**src/rtl/ltpq_pkg.sv**
```systemverilog
// Package for the linked task pool and queue unit.
// Holds the pool size, field widths, codes, state and command types.
// Used by every module of the block; depends on nothing.
package ltpq_pkg;

  localparam int POOL_ENTRIES = 1024;
  localparam int IDX_W        = $clog2(POOL_ENTRIES);
  localparam int LINK_W       = $clog2(POOL_ENTRIES + 1);

  localparam int MODE_W   = 2;
  localparam int HANDLE_W = 10;
  localparam int KIND_W   = 3;
  localparam int STATUS_W = 2;
  localparam int COUNT_W  = 11;

  localparam logic [LINK_W-1:0] NIL = LINK_W'(POOL_ENTRIES);

  localparam logic [KIND_W-1:0] KIND_PASS = 3'd4;

  localparam logic [STATUS_W-1:0] STS_DONE      = 2'd0;
  localparam logic [STATUS_W-1:0] STS_EXHAUSTED = 2'd1;
  localparam logic [STATUS_W-1:0] STS_EMPTY     = 2'd2;

  typedef enum logic [1:0] {
    OP_ALLOC = 2'd0,
    OP_FREE  = 2'd1,
    OP_PUSH  = 2'd2,
    OP_POP   = 2'd3
  } op_t;

  typedef enum logic [3:0] {
    ST_CLEAR,
    ST_IDLE,
    ST_DECIDE,
    ST_A3,
    ST_A4,
    ST_F3,
    ST_F4,
    ST_P3,
    ST_WB
  } state_t;

  typedef enum logic [3:0] {
    CMD_NONE,
    CMD_CLEAR,
    CMD_LOAD,
    CMD_A2,
    CMD_A3,
    CMD_A4,
    CMD_F2,
    CMD_F3,
    CMD_F4,
    CMD_P2,
    CMD_P3,
    CMD_Q2,
    CMD_FAIL_ALLOC,
    CMD_FAIL_POP,
    CMD_WB
  } cmd_t;

  typedef struct packed {
    logic clr_last;
    op_t  op;
    logic alloc_ok;
    logic free_ok;
    logic push_ok;
    logic pop_ok;
  } dp_stat_t;

endpackage

```
**src/rtl/ltpq_ctrl.sv**
```systemverilog
// Controller state machine of the linked task pool and queue unit.
// Sequences the clearing pass and the steps of each operation.
// Depends on ltpq_pkg.
module ltpq_ctrl (
  input  logic               clk,
  input  logic               rst,
  input  logic               in_valid,
  output logic               in_stall,
  output logic               out_valid,
  input  logic               out_stall,
  input  ltpq_pkg::dp_stat_t stat,
  output ltpq_pkg::cmd_t     cmd
);
  import ltpq_pkg::*;

  state_t state, state_next;
  logic   out_valid_next;

  always_ff @(posedge clk) begin
    if (rst) begin
      state     <= ST_CLEAR;
      out_valid <= 1'b0;
    end else begin
      state     <= state_next;
      out_valid <= out_valid_next;
    end
  end

  always_comb begin
    state_next     = state;
    cmd            = CMD_NONE;
    in_stall       = 1'b1;
    out_valid_next = out_valid && out_stall;
    case (state)
      ST_CLEAR: begin
        cmd = CMD_CLEAR;
        if (stat.clr_last) begin
          state_next = ST_IDLE;
        end
      end
      ST_IDLE: begin
        in_stall = 1'b0;
        if (in_valid) begin
          cmd        = CMD_LOAD;
          state_next = ST_DECIDE;
        end
      end
      ST_DECIDE: begin
        state_next = ST_WB;
        case (stat.op)
          OP_ALLOC: begin
            if (stat.alloc_ok) begin
              cmd        = CMD_A2;
              state_next = ST_A3;
            end else begin
              cmd = CMD_FAIL_ALLOC;
            end
          end
          OP_FREE: begin
            if (stat.free_ok) begin
              cmd        = CMD_F2;
              state_next = ST_F3;
            end
          end
          OP_PUSH: begin
            if (stat.push_ok) begin
              cmd        = CMD_P2;
              state_next = ST_P3;
            end
          end
          OP_POP: begin
            if (stat.pop_ok) begin
              cmd = CMD_Q2;
            end else begin
              cmd = CMD_FAIL_POP;
            end
          end
          default: begin
            cmd = CMD_NONE;
          end
        endcase
      end
      ST_A3: begin
        cmd        = CMD_A3;
        state_next = ST_A4;
      end
      ST_A4: begin
        cmd        = CMD_A4;
        state_next = ST_WB;
      end
      ST_F3: begin
        cmd        = CMD_F3;
        state_next = ST_F4;
      end
      ST_F4: begin
        cmd        = CMD_F4;
        state_next = ST_WB;
      end
      ST_P3: begin
        cmd        = CMD_P3;
        state_next = ST_WB;
      end
      ST_WB: begin
        if (!out_valid || !out_stall) begin
          cmd            = CMD_WB;
          out_valid_next = 1'b1;
          state_next     = ST_IDLE;
        end
      end
      default: begin
        state_next = ST_IDLE;
      end
    endcase
  end

endmodule

```
**config.mk**
```make
export PLATFORM = sky130hd
export DESIGN_NAME = ltpq_ctrl
export DESIGN_NICKNAME = d
export VERILOG_FILES = /design/src/rtl/ltpq_pkg.sv /design/src/rtl/ltpq_ctrl.sv
export SDC_FILE = /design/constraint.sdc
export NUM_CORES = 1
export LEC_CHECK = 0
export ABC_AREA = 1
export BUFFER_PORTS_ARGS = -buffer_cell sky130_fd_sc_hd__buf_2
export CORE_AREA = 2 2 39 41
export CTS_CLUSTER_DIAMETER = 200
export DETAILED_ROUTE_END_ITERATION = 10
export DIE_AREA = 0 0 41 43
export PLACE_DENSITY = 0.67
export SETUP_SLACK_MARGIN = 0.02
export SYNTH_ARGS = -nofsm -noshare
export SYNTH_HDL_FRONTEND = slang
export SYNTH_SLANG_ARGS = --single-unit
export TNS_END_PERCENT = 5
```
**constraint.sdc**
```tcl
create_clock -name clk -period 1.3 [get_ports clk]
set_input_delay 0.26 -clock clk [delete_from_list [all_inputs] [get_ports clk]]
set_output_delay 0.26 -clock clk [all_outputs]
set_load 0.02 [all_outputs]
```
==> summary.md, run 1 <==
The layout overhead on the synthesized area is 50.26%, and the instance count along the most critical hold path is 2. For the instance area after placement, the log shows 628.1 um^2. Number of H-tree levels: 1. The tools report the root buffer cell as clkbuf_4.

The number of distinct library cells after synthesis came out at 18. The final critical path time including I/O delays and setup works out to 1.527 ns. The overall fraction of global-route tracks in use was 15.32%; the die footprint was 1763 um^2. Share of total power in the clock network: 31.5%.

The checks that failed: setup timing. The post-synthesis instance area is 483.0 um^2, and the register bit count reported by yosys is 5. STA classifies the critical path endpoint as an output port. IR analysis of the VDD net gives a maximum drop of 242.4 uV.

The run gives 4 as the first-pass iteration count of the detailed router. At the end of routability-driven placement, the weighted congestion stood at 0.7918. The number of antenna repair diodes came out at 0. The tools report the source of the worst hold timing path as rst. The tools report the post-route worst setup slack as -0.2271 ns. The die is 41 um wide. Timing analysis after detailed placement gives a worst setup slack of -0.04352 ns.

The slew at the pin closest to its max-slew limit was 0.2195 ns. The logs give 0.24 ns for the later-pin clock latency in the skew report and 725.7 um^2 for the post-route cell area. The area share of the leading cell type in the synthesized netlist works out to 20.73%. Data on the critical path is required at its endpoint by 1.04 ns.

The number of nets in the synthesized netlist is 94. The number of instances in the synthesized netlist came out at 83. Setup repair after global routing could not meet its margin everywhere. The run gives 0.002887 ns as the largest clock skew in the final design.

For this run, global-route usage on met1 was measured as 16.29%. Across all hold checks on the routed design, the worst slack comes to 0.2260 ns. Maximum clock rate: 0.6548 GHz. The switching fraction of total power is 33.47%, and the part of the Yosys area used for sequential elements is 20.73%. The worst register-to-register path begins at state[0]. Counting cells, the worst reg-to-reg path comes to 9. The via count normalized by instance count works out to 4.680.

The tools report the slack of the worst reg-to-reg path as 0.14 ns. The detailed router finished its first iteration with 10 violations. The mean instance size in the synthesized netlist came out at 5.819 um^2. The internal power of the cells totals 0.3725 mW. Dividing total power by cell area gives a power density of 771.7 nW/um^2. The floorplan step defined a core boundary enclosing 1384 um^2. The run gives 14 as the site row count. Clock edge transition at the registers on the reported setup and hold paths: 0.04 ns.

Number of filler instances in the final layout: 145. In this run the critical register-to-register path is captured at state[3]. Combinational logic is responsible for 38.3% of the overall power. The total instance count after detailed placement was 121; the fraction of final layout cells with drive strength greater than 1 was 48.21%.

Via count of the first global-routing pass: 533. The finished layout holds 128 standard cells, fillers aside. Setup-violating endpoint count in the final report: 4. Endpoint of the worst hold path: state[1]. Per report_power, the sequential group accounts for 30.2% of the total. The warning count from the yosys run came out at 0.

The worst setup path is launched from a register. For this run the aggregate overflow at the end of global routing stands at 0. The count of port buffers added during placement was 16; the met3 capacity usage during global routing was 2.618%.

Detailed placement ended at an HPWL of 979 um. Wire length of the first global-routing pass: 1876 um. The starting utilization of the core area is 34.90%. The flow ran to the end, but the final reports show violations. The overall power consumption is 0.5600 mW, and the headroom to the max-slew limit is 85.26%.

The net switching power is 0.1874 mW, and the pin count of the biggest net entering global routing is 7. The maximum fanout encountered on the critical timing path is 3, and the detailed-route via count is 599. For the worst setup path, the data arrival time is 1.27 ns. The path type of the worst setup path was register to output port.

In the final routed layout, each cell accounts on average for 9.516 um. By area the synthesized netlist is led by dfxtp_1 (21%), nand2_1 (20%), nor2_2 (9.1%), nand3_1 (7.3%), inv_1 (7.0%). The number of hold buffers added after CTS was 0. The analysis attributes to cell leakage a power of 0.3858 nW.

The cell type with the largest total area after synthesis was dfxtp_1. The kind of path behind the tightest hold check is input pin to register. Pin placement for this block handled 17 I/O pins. The most frequent standard cell in the layout excluding fill and tap cells was nand2_1. Clock tree synthesis found a total of 5 sinks. Max-cap violations in this run came to 0.

The initial antenna violation count is 0, and the final layout net count is 124. In the global route stage, met2 resource usage came out at 26.88%. Summed over all layers, the routed wires come to 1218 um. The run gives 0 as the count of pins over their slew limit.

The detail route stage leaves a number of antenna-violating nets equal to 0. Count of endpoints failing hold in the final timing report: 0. The library cells used most frequently in the layout, excluding fill and tap cells, are nand2_1 (25), buf_2 (12), inv_1 (9), buf_4 (9), nand3_1 (7). The TritonCTS buffer count is 3. Counting along the longest clock path gives a buffer depth of 2.

TritonCTS built the clock tree. The post-route clock period utilization works out to 117.5%. From bottom edge to top edge, the die measures 43 um.

The DRC violations left is 0. met2 is the most crowded layer.
metrics by stage:
step | setup TNS, ns | util, %
after floorplan | 0 | -
after global placement | -0.05300 | 45.39
after detailed placement | -0.07735 | 45.39
after CTS | -0.7931 | 50.09
after global routing | -1.257 | 52.44
final | -0.8632 | 52.44
logic make-up after synthesis:
logic type	after synthesis	share of synthesized area (%)
AND/OR/NAND/NOR	58	60.62
buffers and inverters	14	10.88
AO/OA/AOI/OAI	6	7.771
flip-flops	5	20.73
synthesized netlist by cell type (all sizes together):
| cell | instances |
|---|---|
| nor2 | 14 |
| a21oi | 4 |
| o21ai | 2 |
| nand4 | 2 |
| nor3 | 1 |
| dfxtp | 5 |
| nand3b | 2 |
| nand2 | 30 |
| nand3 | 9 |
| inv | 14 |
how the worst max path moves through the flow:
stage	startpoint	endpoint	slack [ns]	cells after the start
finish	state[0]	cmd[3]	-0.23	8
CTS	state[0]	cmd[2]	-0.22	8
floorplan	state[1]	cmd[0]	0.05	6
global placement	state[1]	cmd[3]	-0.03	7
detailed placement	state[1]	cmd[3]	-0.04	7
global route	state[0]	cmd[0]	-0.31	8
power by group through the flow:
stage                     clock [mW]  combinational [mW]  sequential (mW)
after floorplan                    0               0.112            0.170
after global placement             0               0.179            0.170
after detailed placement           0               0.181            0.170
after CTS                      0.180               0.201            0.168
after global routing           0.199               0.236            0.169
final                          0.176               0.215            0.169
repair_timing:
action                     CTS  global route
setup endpoints to repair    5             5
setup buffers                2             1
resized for setup            9             7
pin swaps                    2             3
layout make-up:
class                      count  area, um^2  area share [%]
timing repair buffer          25       172.7           23.79
multi-input combinational     64       349.1           48.10
clock buffer                   4       26.28           3.621
sequential                     5       105.1           14.48
tap                           16       20.02           2.759
inverter                      14       52.55           7.241
worst max-delay path, cell delays in order, from the launching register on:
cell and delay [ns]:
dfxtp_2 0.34, inv_2 0.08, nand2_2 0.07, nor2_4 0.12, inv_2 0.05, a21oi_2 0.12
nand2_1 0.08, nand3_2 0.06, buf_6 0.11
state kept, by name, indices dropped and copies added, names as in the netlist:
name	count
state	4
out_valid	1
per-layer routing:
| metal | routed length, um | share of wire [%] |
|---|---|---|
| met2 | 634 | 52 |
| met1 | 520 | 43 |
| met4 | 29 | 2.4 |
| met3 | 34 | 2.8 |
| met5 | 0 | 0 |
(Power assumes the default switching activity.)
==> inputs of run 2 (changes only) <==
SKIP_LAST_GASP = 1   (was default)
==> run 2 against run 1 <==
The run still ends with setup timing left. Register-to-register slack hardly changed. Cell area is 2.1% lower. Final cell count stayed put. Sequential power hardly changed. Flip-flop and latch count stayed put. Core utilization is 1.1 points lower. Global-route usage is 0.40 points lower.
==> summary.md, run 2 (same netlist as run 1, synthesis figures left out) <==
The tools report the DRC violations left as 0 (unchanged). Starting utilization of the core area: 34.90% (unchanged). The remaining global-route overflow is 0 (unchanged). The count of endpoints failing hold in the final timing report came out at 0 (unchanged).

The total area of sequential cells is 105.1 um^2 (unchanged). Floorplan die height: 43 um (unchanged). The number of antenna repair diodes was 0 (unchanged); the number of filler instances in the final layout was 144 (-0.69%).

In the layout the commonest cells are nand2_1 (25), buf_2 (12), buf_4 (12). The flip-flop count of the largest register after layout came out at 4 (unchanged). The number of top-level pins is 17 (unchanged). Capturing element type of the critical path: an output port. The via count normalized by instance count came out at 4.664 (-0.33%). The power per cell area was 774.5 nW/um^2 (+0.37%); the overall power consumption was 0.5504 mW (-1.7%).

TritonCTS built the clock tree. The maximum fanout encountered on the critical timing path was 3 (unchanged); the worst supply voltage drop on vdd was 243.2 uV (+0.35%). The tools report the pin count of the biggest net entering global routing as 7 (unchanged). The share of the core filled with cells in the final layout came out at 51.36% (-1.1 points). The clock net sink count is 5 (unchanged). The tree is rooted in a clkbuf_4. The slew at the pin closest to its max-slew limit came out at 0.2195 ns (unchanged).

The tools report the TritonCTS buffer count as 3 (unchanged). The setup path with the least slack is of type register to output port. Detailed-route via count: 597 (-0.33%). Floorplan core area: 1384 um^2 (unchanged). Area occupied by multi-input gates: 345.3 um^2 (-1.1%). The most frequent standard cell in the layout excluding fill and tap cells was nand2_1. The first-pass iteration count of the detailed router is 4 (unchanged). Setup repair after global routing could not meet its margin everywhere. The maximum clock insertion buffer count was 2 (unchanged). The largest clock skew in the final design is 0.002805 ns (-0.00008174 ns), and the clock edge transition at the registers on the reported setup and hold paths is 0.04 ns (about the same). The initial antenna violation count was 0 (unchanged); the die width was 41 um (unchanged). The setup-violating endpoint count in the final report is 4 (unchanged). The half-perimeter wire length after placement was 979 um (unchanged); the count of pins over their slew limit was 0 (unchanged). The fraction of final layout cells with drive strength greater than 1 is 47.32% (-0.89 points), and the die footprint is 1763 um^2 (unchanged). The site row count is 14 (unchanged). The data required time at the worst endpoint is 1.04 ns (about the same). The sort of element at the start of the critical path was a register. The wire length of the first global-routing pass was 1828 um (-2.6%); the worst path arrival time was 1.27 ns (about the same).

The average detailed-routed wire length per instance came out at 9.477 um (-0.41%). The count of port buffers added during placement is 16 (unchanged). The final critical path time including I/O delays and setup is 1.530 ns (+0.003343 ns), and the final layout net count is 124 (unchanged). The later-pin clock latency in the skew report is 0.24 ns (about the same), and the number of maximum-capacitance constraint violations is 0 (unchanged). The logs give 17 (+7) for the initial detailed-routing violation count and 1213 um (-0.41%) for the detailed-route wire length.

The headroom to the max-slew limit came out at 85.26% (unchanged). The cell leakage power is 0.3820 nW (-0.98%). The checks that failed: setup timing.

The placer's final routability congestion estimate is 0.7918 (unchanged), and the post-route clock period utilization is 117.7% (+0.26 points). The largest registers in the layout are state: 4 flops, out_valid: 1 flops. Compared with the post-synthesis result, the final layout area differs by 47.15%.

The flow ran to the end, but the final reports show violations. The post-route worst setup slack was -0.2304 ns (-0.003343 ns). The overall fraction of global-route tracks in use is 14.92% (-0.40 points), and the maximum clock rate is 0.6534 GHz (-0.22%). The pre-CTS setup slack is -0.04352 ns (unchanged). The cts-stage hold buffer count was 0 (unchanged); the number of H-tree levels was 1 (unchanged).

The kind of path behind the tightest hold check is input pin to register. Via count of the first global-routing pass: 522 (-2.1%). The number of nets with antenna violations after routing is 0 (unchanged). The largest register by flop count is state.
[run 2: cell counts in the layout (fill, tap and decap cells not counted)]
No cell type changed its count.
[run 2: power breakdown]
group	internal, mW	leakage, nW	switching (mW)
Sequential	0.160	0.0417	0.00888
Clock	0.116	0.0150	0.0605
Combinational	0.0899	0.325	0.115
Total	0.366	0.382	0.184
[run 2: worst max-delay path, cell delays in order, from the launching register on]
cell,delay (ns)
dfxtp_2,0.34
inv_2,0.08
nand2_2,0.07
nor2_4,0.12
inv_2,0.05
a21oi_2,0.12
nand2_1,0.08
nand3_2,0.07
buf_6,0.11
[run 2: metal layers]
layer  up-vias  GRT usage [%]  wire length, um
li1        318              -                -
met1       254          15.96              521
met2        19          25.94              619
met3         6          2.618               41
met4         0          7.333               30
met5         -              0                0
[run 2: final cells by class]
class	count	share of cell area [%]
Multi-Input combinational cell	64	48.59
Timing Repair Buffer	25	22.71
Sequential cell	5	14.79
Inverter	14	7.394
Clock buffer	4	3.697
Tap cell	16	2.817
[run 2: path summary, 6_finish.rpt]
kind | startpoint | cells past startpoint | end | slack (ns)
worst max-delay path | state[0] | 8 | cmd[3] | -0.23
worst min register to register | out_valid | 4 | out_valid | 0.63
worst min-delay path | rst | 2 | state[1] | 0.23
worst max register to register | state[0] | 9 | state[3] | 0.14
[run 2: stage by stage]
step                instances  setup TNS, ns  hold WS [ns]  area [um^2]
floorplan                  83              0        0.3291        483.0
global placement          121       -0.05300        0.4707        628.1
detailed placement        121       -0.07735        0.4722        628.1
CTS                       127        -0.8286        0.2124        680.7
global route              128         -1.248        0.2069        710.7
finish                    128        -0.8734        0.2260        710.7
[run 2: timing repair]
item                                    CTS  global route
pin swaps                                 2             3
endpoints found under the setup margin    5             5
resized for setup                         5             7
buffers inserted                          2             1
==> inputs of run 3 (changes only) <==
PLACE_DENSITY = default   (was 0.67)
PLACE_DENSITY_LB_ADDON = 0.2   (was default)
==> run 3 against run 2 <==
The flow still finishes with violations (setup timing). Clock skew rose by 0.0013 ns. Die area is the same. Sequential share of layout area fell by 0.57 points. Via count is 2.5% higher. Cell area rose by 6.5%. Combinational power is 4% higher. Total power increased by 2.0%. Sequential power about the same. Highest routed layer unchanged.
==> summary.md, run 3 (same netlist as run 1, synthesis figures left out) <==
The flow ran to the end, but the final reports show violations. The checks that failed: setup timing. The clock edge transition at the registers on the reported setup and hold paths is 0.04 ns (about the same), and the slew at the pin closest to its max-slew limit is 0.2272 ns (+0.007730 ns). Largest register by flop count: state. The placer's final routability congestion estimate came out at 0.7315 (-7.6%). The root buffer cell chosen for the clock tree is clkbuf_4.

STA classifies the critical path startpoint as a register. In the final layout, the registers with the most flip-flops are state: 4 flops, out_valid: 1 flops. The tools report the detailed-route wire length as 1222 um (+0.74%). The tools report the share of the core filled with cells in the final layout as 54.70% (+3.3 points). The sequential group share of total power is 30.4% (-0.3 points). The tools report the maximum clock insertion buffer count as 2 (unchanged). The DRC violations left came out at 0 (unchanged). The power per cell area works out to 741.4 nW/um^2 (-4.3%). The logs give 992.5 um (+1.4%) for the half-perimeter wire length after placement and 14 (unchanged) for the site row count. For the worst supply voltage drop on vdd, the log shows 414.7 uV (+71%). The critical path's largest stage delay is 0.33 ns (about the same).

Setup repair after global routing could not meet its margin everywhere. The run gives -0.02436 ns (+0.01915 ns) as the pre-CTS setup slack. The logs give 1849 um (+1.1%) for the wire length of the first global-routing pass and 0 (unchanged) for the initial antenna violation count.

The run gives 122 (+0.83%) as the total instance count after detailed placement. Share of total power in the clock network: 31.7% (-0.3 points). The net switching power came out at 0.1873 mW (+1.5%). Starting utilization of the core area: 34.90% (unchanged).

The library cell used most frequently in the layout, excluding fill and tap cells, is nand2_1. The path type of the worst setup path was register to output port. Fraction of final layout cells with drive strength greater than 1: 50.43% (+3.1 points).

The logs give 0.4094 nW (+7.2%) for the cell leakage power and 4 (unchanged) for the first-pass iteration count of the detailed router. The kind of path behind the tightest hold check is input pin to register. The switching fraction of total power was 33.37% (-0.14 points). The worst path arrival time is 1.26 ns (about the same), and the number of maximum-capacitance constraint violations is 0 (unchanged). Number of nets with antenna violations after routing: 0 (unchanged).

The via count normalized by instance count was 4.672 (+0.16%). The post-route worst setup slack was -0.2243 ns (+0.006116 ns). The maximum clock rate was 0.6560 GHz (+0.40%); the clock net sink count was 5 (unchanged). The worst register-to-register path begins at state[0]. Count of port buffers added during placement: 16 (unchanged). The average detailed-routed wire length per instance is 9.328 um (-1.6%).

The signal on the critical path passes through inv_4 -> nand2_4 -> nor2_4 -> inv_2 -> nor2_2 -> nand2_1 -> nand3b_1 -> buf_6. The tools report the data required time at the worst endpoint as 1.04 ns (about the same). The pin count of the biggest net entering global routing was 7 (unchanged). The tools report the post-route non-filler standard cell count as 131 (+2.3%).

The startpoint identified for the worst hold timing path is rst. The flip-flop count of the largest register after layout is 4 (unchanged). Slack of the worst reg-to-reg path: 0.14 ns (about the same). The floorplan die height came out at 43 um (unchanged).

The cts-stage hold buffer count is 0 (unchanged), and the headroom to the max-slew limit is 84.74% (-0.52 points). In the layout the commonest cells are nand2_1 (25), buf_4 (13), buf_2 (12). For the floorplan core area, the log shows 1384 um^2 (unchanged). The logs give 37.9% (+0.7 points) for the combinational share of power and 3 (unchanged) for the TritonCTS buffer count. For the die footprint, the log shows 1763 um^2 (unchanged). The logs give 0 (unchanged) for the number of antenna repair diodes and 0.2132 ns (-0.01285 ns) for the post-route worst hold slack. For the detailed-route via count, the log shows 612 (+2.5%). TritonCTS built the clock tree. The run gives 458 (-12%) as the via count of the first global-routing pass. The initial detailed-routing violation count is 13 (-4).

STA classifies the critical path endpoint as an output port. The logs give 15.48% (+0.56 points) for the overall fraction of global-route tracks in use and 0 (unchanged) for the remaining global-route overflow. The final layout net count is 127 (+2.4%).

Maximum fanout encountered on the critical timing path: 4 (+1). The final critical path time including I/O delays and setup was 1.524 ns (-0.006116 ns); the count of pins over their slew limit was 0 (unchanged). The cell at the slowest stage of the critical path was dfxtp_2. The later-pin clock latency in the skew report is 0.24 ns (about the same). The logs give -0.9879 ns (-0.1145 ns) for the aggregate negative setup slack and 5 (+1) for the setup-violating endpoint count in the final report. The run gives 0.004106 ns (+0.001300 ns) as the largest clock skew in the final design. Number of top-level pins: 17 (unchanged). The run gives 0 (unchanged) as the count of endpoints failing hold in the final timing report. The die width is 41 um (unchanged), and the number of H-tree levels is 1 (unchanged).

The internal portion of total power is 0.3739 mW (+2.2%). The layout overhead on the synthesized area works out to 56.74%. The post-route clock period utilization is 117.3% (-0.47 points), and the number of filler instances in the final layout is 138 (-4.2%). Tracing the worst setup path back leads to its startpoint at state[3].
[run 3: worst paths after layout]
check                                end  depth (start not counted)
worst max register to register  state[0]                          8
worst min-delay path            state[1]                          2
worst max-delay path              cmd[0]                          8
worst min register to register  state[2]                          4
[run 3: power groups by stage]
stage,Sequential [mW],Clock [mW],Combinational [mW]
2_1_floorplan,0.170,0,0.112
3_3_place_gp,0.169,0,0.183
3_5_place_dp,0.170,0,0.184
4_1_cts,0.168,0.180,0.196
5_1_grt,0.171,0.192,0.238
6_report,0.170,0.178,0.213
[run 3: repair_timing]
action	in CTS	in global routing
pin swaps	1	4
setup endpoints to repair	5	5
resized for setup	6	11
buffers inserted	1	4
[run 3: metal layers]
layer  routed length, um  share of wire, %  vias to the layer above  GRT usage (%)
li1                    -                 -                      328              -
met1                 549                45                      269          21.61
met2                 598                49                       13          22.50
met3                  58               4.7                        2          3.141
met4                  16               1.3                        0          6.000
met5                   0                 0                        -              0
[run 3: worst max-delay path: cells and delay by family, from the launching register on]
family / cells / cell delay (ns)
flip-flops: 1 / 0.33
AND/OR/NAND/NOR: 5 / 0.45
buffers and inverters: 3 / 0.24
[run 3: layout make-up]
cell class	count	area (um^2)	area share (%)
clock buffers	4	26.28	3.471
multi-input cells	64	345.3	45.62
inverters	14	57.56	7.603
flip-flops and latches	5	107.6	14.21
repair buffers	28	200.2	26.45
well taps	16	20.02	2.645
[run 3: per-stage QoR]
stage,total power [mW],area [um^2]
6_report,0.5612,757.0
5_1_grt,0.5999,757.0
4_1_cts,0.5443,683.2
3_5_place_dp,0.3540,635.6
3_3_place_gp,0.3517,635.6
2_1_floorplan,0.2819,483.0
